`config.mk`:
```
export PLATFORM = sky130hd
export DESIGN_NAME = wmf_median
export DESIGN_NICKNAME = d
export VERILOG_FILES = /design/src/hw/rtl/wmf_pkg.sv /design/src/hw/rtl/wmf_median.sv
export VERILOG_INCLUDE_DIRS = /design/src /design/src/hw/rtl
export SDC_FILE = /design/constraint.sdc
export NUM_CORES = 2
export LEC_CHECK = 0
export BUFFER_PORTS_ARGS = -buffer_cell sky130_fd_sc_hd__buf_2
export CAP_MARGIN = 20
export CORE_MARGIN = 2
export CORE_UTILIZATION = 45
export DETAILED_ROUTE_END_ITERATION = 8
export PLACE_DENSITY = 0.58
export SLEW_MARGIN = 10
export SYNTH_ARGS = -nofsm -noshare
export SYNTH_HDL_FRONTEND = slang
export SYNTH_SLANG_ARGS = --single-unit
```
`constraint.sdc`:
```
create_clock -name clock -period 43.2 [get_ports clock]
set_clock_uncertainty 0.05 [all_clocks]
set_input_delay 12.96 -clock clock [delete_from_list [all_inputs] [get_ports clock]]
set_output_delay 12.96 -clock clock [all_outputs]
set_load 0.02 [all_outputs]
```
`src/hw/rtl/window_median_filter_top_macros.svh`:
```
// Assertion helpers used by the median back end of the filter.
`ifndef WINDOW_MEDIAN_FILTER_TOP_MACROS_SVH
`define WINDOW_MEDIAN_FILTER_TOP_MACROS_SVH

// Check that a condition implies a consequence in the same cycle.
`define WMF_ASSERT_IMPL(label, clk, rst, cond, cons, msg) \
   label: assert property (@(posedge clk) disable iff (rst) (cond) |-> (cons)) \
      else $error(msg);

// Check that a condition implies a consequence in the next cycle.
`define WMF_ASSERT_NEXT(label, clk, rst, cond, cons, msg) \
   label: assert property (@(posedge clk) disable iff (rst) (cond) |=> (cons)) \
      else $error(msg);

`endif

```
`src/hw/rtl/wmf_pkg.sv`:
```
package wmf_pkg;

   localparam int WindowW  = 3;
   localparam int WindowH  = 3;
   localparam int MaxWidth = 1024;

   localparam int PixW  = 8;
   localparam int RowW  = 12;
   localparam int ColW  = 10;
   localparam int CfgWW = 11;
   localparam int CfgHW = 13;
   localparam int CsrDataW = 13;

   localparam logic CSR_IDX_WIDTH  = 1'b0;
   localparam logic CSR_IDX_HEIGHT = 1'b1;

   // Item handed from the front end to the median back end.
   typedef struct packed {
      logic [RowW-1:0] row;
      logic [ColW-1:0] col;
      logic            last;
   } tag_type;

endpackage

```
`src/hw/rtl/wmf_median.sv`:
```
`include "window_median_filter_top_macros.svh"
// Back end: a queue of complete windows feeding a pipelined sorting network.
// Each stage does one odd or even compare-exchange pass; WinN passes sort.
module wmf_median #(
   parameter int WindowW = wmf_pkg::WindowW,
   parameter int WindowH = wmf_pkg::WindowH
) (
   input  logic                          clock,
   input  logic                          reset,
   input  logic                          win_valid,
   output logic                          win_ready,
   input  logic [wmf_pkg::PixW*WindowW*WindowH-1:0] win_data,
   input  wmf_pkg::tag_type              win_tag,
   output logic                          out_valid,
   input  logic                          out_ready,
   output logic [wmf_pkg::PixW-1:0]      out_median,
   output wmf_pkg::tag_type              out_tag
);

   localparam int WinN = WindowW * WindowH;
   localparam int PW   = wmf_pkg::PixW;
   localparam int QD   = 2;

   // two-entry queue parts the front end from the sorter
   logic [PW*WinN-1:0] q_data_ff [QD];
   wmf_pkg::tag_type   q_tag_ff [QD];
   logic               q_wp_ff, q_rp_ff;
   logic [1:0]         q_cnt_ff;
   logic               q_push, q_pop, q_nonempty;

   logic [PW-1:0]      st_ff [WinN+1][WinN];
   logic [PW-1:0]      pass_out [WinN][WinN];
   wmf_pkg::tag_type   st_tag_ff [WinN+1];
   logic               st_v_ff [WinN+1];
   logic               stall;

   assign stall      = st_v_ff[WinN] && !out_ready;
   assign q_nonempty = q_cnt_ff != 2'd0;
   assign win_ready  = q_cnt_ff != 2'(QD);
   assign q_push     = win_valid && win_ready;
   assign q_pop      = q_nonempty && !stall;

   always_ff @(posedge clock) begin
      if (reset) begin
         q_wp_ff  <= 1'b0;
         q_rp_ff  <= 1'b0;
         q_cnt_ff <= '0;
      end else begin
         if (q_push) begin
            q_wp_ff <= !q_wp_ff;
         end
         if (q_pop) begin
            q_rp_ff <= !q_rp_ff;
         end
         q_cnt_ff <= q_cnt_ff + 2'(q_push) - 2'(q_pop);
      end
   end

   always_ff @(posedge clock) begin
      if (q_push) begin
         q_data_ff[q_wp_ff] <= win_data;
         q_tag_ff[q_wp_ff]  <= win_tag;
      end
   end

   always_ff @(posedge clock) begin
      if (reset) begin
         for (int s = 0; s <= WinN; s++) begin
            st_v_ff[s] <= 1'b0;
         end
      end else if (!stall) begin
         st_v_ff[0] <= q_pop;
         for (int s = 1; s <= WinN; s++) begin
            st_v_ff[s] <= st_v_ff[s-1];
         end
      end
   end

   // Pass s compares pairs starting at s%2 of the stage before it.
   always_comb begin
      for (int s = 0; s < WinN; s++) begin
         for (int i = 0; i < WinN; i++) begin
            pass_out[s][i] = st_ff[s][i];
         end
         for (int i = s % 2; i + 1 < WinN; i += 2) begin
            if (st_ff[s][i] > st_ff[s][i+1]) begin
               pass_out[s][i]   = st_ff[s][i+1];
               pass_out[s][i+1] = st_ff[s][i];
            end
         end
      end
   end

   always_ff @(posedge clock) begin
      if (!stall) begin
         for (int i = 0; i < WinN; i++) begin
            st_ff[0][i] <= q_data_ff[q_rp_ff][i*PW +: PW];
         end
         st_tag_ff[0] <= q_tag_ff[q_rp_ff];
         for (int s = 1; s <= WinN; s++) begin
            st_tag_ff[s] <= st_tag_ff[s-1];
            for (int i = 0; i < WinN; i++) begin
               st_ff[s][i] <= pass_out[s-1][i];
            end
         end
      end
   end

   assign out_valid  = st_v_ff[WinN];
   assign out_median = st_ff[WinN][WinN/2];
   assign out_tag    = st_tag_ff[WinN];

   `WMF_ASSERT_IMPL(a_q_bound, clock, reset, 1'b1, q_cnt_ff <= 2'(QD), "queue overfilled")
   `WMF_ASSERT_NEXT(a_hold, clock, reset, stall, out_valid && $stable(out_median), "result lost")
   `WMF_ASSERT_IMPL(a_no_pop_empty, clock, reset, q_pop, q_cnt_ff != 2'd0, "pop of empty queue")

endmodule
```
==> impl_metrics.env <==
export IMPL_status="finished, final reports clean"
export IMPL_syn_area_mm2=0.0462
export IMPL_ys_seq_area_frac=0.624
export IMPL_diodes=0
export IMPL_drive_gt1_frac=0.182
export IMPL_path_common_cell="buf_4"
export IMPL_whs_endpoint="st_tag_ff[2][0]$_DFFE_PN_"
export IMPL_cts_root_buf="clkbuf_16"
export IMPL_fin_crit_sh=0.392
export IMPL_slowest_delay_ns=0.83
export IMPL_path_class="input port to register"
export IMPL_die_h_um=325
export IMPL_hold_start="st_tag_ff[1][0]$_DFFE_PN_"
export IMPL_row_count=117
export IMPL_crit_buf_inv=6
export IMPL_startpoint_type="input port"
export IMPL_ant_nets=0
export IMPL_start_util=0.454
export IMPL_crit_fanout=138
export IMPL_clkTransAtPathRegs_ns=0.06
export IMPL_drt_wl_total_mm=79.6
export IMPL_antenna_found_initial=0
export IMPL_crit_chain="buf_2 -> nor2b_1 -> inv_8 -> buf_4 -> buf_4 -> buf_4 -> buf_4"
export IMPL_hold_violations=0
export IMPL_crit_cells=7
export IMPL_grt_overflow_total=0
export IMPL_synth_main_ff_cell="edfxtp_1"
export IMPL_port_buffers=131
export IMPL_via_per_inst=5.38
export IMPL_reg2reg_to="st_ff[3][88]$_DFFE_PN_"
export IMPL_tightest_slew_ns=1.05
export IMPL_cts_setup_buffers=0
export IMPL_ctsLongestPathBuffers=3
export IMPL_track_usage=0.150
export IMPL_holdPathStages=0
export IMPL_synth_seq_cells=963
export IMPL_crit_family="buffers and inverters"
export IMPL_hp_class="register to register"
export IMPL_endpoint_kind="register"
export IMPL_synthesis_nets=3721
export IMPL_grt_pass1_vias=24800
export IMPL_r2r_slack_ns=38.09
export IMPL_setup_tns_final_ns=0
export IMPL_required_ns=43.44
export IMPL_place_hpwl_mm=51.4
export IMPL_clk_latency_ns=0.69
export IMPL_wl_per_cell_um=16.1
export IMPL_area_growth_synth_to_final_pct=10.8
export IMPL_setup_violations=0
export IMPL_n_fill_cell=8776
export IMPL_reg2regPathDepth=6
export IMPL_fmax_mhz=59.0
export IMPL_cts_buffers_inserted=102
export IMPL_grt_first_pass_wirelength_mm=131
export IMPL_cts_tree="built"
export IMPL_h_tree_depth=3
export IMPL_pin_count=132
export IMPL_grt_max_degree=190
export IMPL_r2r_start="st_v_ff[9]$_DFFE_PP_"
export IMPL_cts_sinks=963
export IMPL_arrival_ns=17.18
export IMPL_fp_dieArea_mm2=0.105
export IMPL_cts_hold_buffers=0
export IMPL_grt_setup_unrepaired="false"
export IMPL_slew_headroom=0.300
export IMPL_synth_async_sr_flop_share=0
export IMPL_coreArea_mm2=0.102
export IMPL_syn_inst=3380
export IMPL_routed_via_count=26500
export IMPL_yosysWarnings=0
export IMPL_final_nets=3827
export IMPL_dr_pass1_iters=5
export IMPL_drv_slew=0
export IMPL_synth_edf_count=958
export IMPL_crit_slowest_cell="buf_4"
export IMPL_fin_crit_ns=16.94
export IMPL_synth_area_per_cell_um2=13.7
export IMPL_routabilityCongestion=0.765
export IMPL_maxCapViolations=0
export IMPL_die_x_um=325
export IMPL_cts_resized=0
export IMPL_dr_first_iter_drc_count=2086
export IMPL_drc=0
export IMPL_ys_types=44
final cells by class:
cell class	count	area [µm²]	area share
inverters	260	983	0.0192
repair buffers	159	931	0.0182
multi-input cells	2000	15400	0.301
well taps	1368	1710	0.0334
clock inverters	59	677	0.0132
clock buffers	127	2650	0.0517
flip-flops and latches	963	28900	0.564
routing by layer:
| layer | up-vias | global-route usage | share of wire | routed length, µm |
|---|---|---|---|---|
| li1 | 13300 | - | - | - |
| met3 | 118 | 0.0225 | 0.033 | 2660 |
| met1 | 12700 | 0.207 | 0.46 | 36900 |
| met4 | 0 | 0.0451 | 0.021 | 1680 |
| met2 | 373 | 0.244 | 0.48 | 38400 |
| met5 | - | 0 | 0 | 0 |
worst max-delay path by stage:
stage	startpoint	end	slack, ns
after floorplan	out_ready	st_ff[0][0]$_DFFE_PN_	14.39
after global placement	out_ready	st_ff[4][27]$_DFFE_PN_	25.52
after global routing	out_ready	st_ff[3][24]$_DFFE_PN_	25.77
after detailed placement	out_ready	st_ff[4][27]$_DFFE_PN_	25.43
final	out_ready	st_ff[3][88]$_DFFE_PN_	26.26
after CTS	out_ready	st_ff[3][96]$_DFFE_PN_	26.16
stage by stage:
step / setup slack (ns) / hold slack, ns / std cells / utilization / area, µm²
after detailed placement: 25.43 / 0.355 / 4742 / 0.469 / 47800
after global placement: 25.52 / 0.350 / 4742 / 0.469 / 47800
after floorplan: 14.39 / 0.350 / 3380 / - / 46200
after global routing: 25.77 / 0.370 / 4936 / 0.503 / 51200
final: 26.26 / 0.359 / 4936 / 0.503 / 51200
after CTS: 26.16 / 0.351 / 4928 / 0.502 / 51100
cell families (layout without fill, tap and decap cells):
kind of cell	Yosys count	after routing	synth area share
adders and majority gates	242	242	0.0655
and+or+nand+nor	748	748	0.0861
AOI/OAI and AO/OA	771	771	0.123
muxes	235	235	0.0572
xor gates and xnor gates	4	4	0.000758
DFF	963	963	0.624
buffers and inverters	417	605	0.0427
sequential cells by signal (all words and copies together), names as in the netlist, named ones only:
signal and cells:
q_cnt_ff 2, q_data_ff 144, q_rp_ff 1, q_tag_ff 46
q_wp_ff 1, st_ff 528, st_tag_ff 230, st_v_ff 10
cells in the mapped netlist, types with 2 or more instances:
cell | n | area share
buf_4 | 11 | 0.0018
or2_2 | 8 | 0.0011
mux2_2 | 210 | 0.051
xnor2_1 | 2 | 0.00038
nand3_1 | 256 | 0.028
a21oi_1 | 105 | 0.011
xor2_1 | 2 | 0.00038
nand2b_4 | 16 | 0.0048
ha_1 | 242 | 0.065
o21ai_1 | 78 | 0.0084
nand2_1 | 319 | 0.026
o221a_2 | 12 | 0.0029
mux2_1 | 25 | 0.0061
and4_1 | 23 | 0.0044
a221oi_2 | 8 | 0.0026
o211ai_1 | 7 | 0.0011
o21ai_0 | 221 | 0.024
clkbuf_1 | 34 | 0.0028
o211ai_2 | 6 | 0.0016
a221o_1 | 256 | 0.055
a211oi_1 | 16 | 0.0026
inv_1 | 259 | 0.021
buf_2 | 71 | 0.0077
o21ai_2 | 41 | 0.0078
nand4_4 | 16 | 0.0074
nor3b_2 | 16 | 0.0043
and2_1 | 9 | 0.0012
nor2b_1 | 15 | 0.0020
nand4_1 | 21 | 0.0028
buf_6 | 37 | 0.0090
nor2_1 | 38 | 0.0031
o22ai_1 | 8 | 0.0011
o32ai_4 | 4 | 0.0024
a21boi_2 | 6 | 0.0015
buf_1 | 4 | 0.00032
edfxtp_1 | 958 | 0.62
nand2b_1 | 9 | 0.0012
dfxtp_1 | 5 | 0.0022
placed cells by master (no fill, tap or decap), drive strengths merged:
cell type	synthesis	final
o32ai	4	4
edfxtp	958	958
and4	23	23
o211ai	13	13
o22ai	9	9
buf	123	159
mux2	235	235
a21oi	106	106
a211oi	16	16
and3	1	1
bufinv	0	11
a221o	256	256
nand2	319	319
xor2	2	2
or2	8	8
nor3b	16	16
and2	9	9
clkinv	0	36
nand2b	25	25
nor2	38	38
nor3	1	1
nand3	256	256
o221a	12	12
nand4	37	37
xnor2	2	2
o21ba	1	1
a221oi	8	8
o21ai	340	340
nor2b	15	15
a21boi	6	6
clkbuf	34	127
inv	260	266
ha	242	242
clkinvlp	0	6
dfxtp	5	5
Power is left out: the tool's default activity adds up to more than one toggle a clock period on the data nets, which glitch-free logic cannot reach.
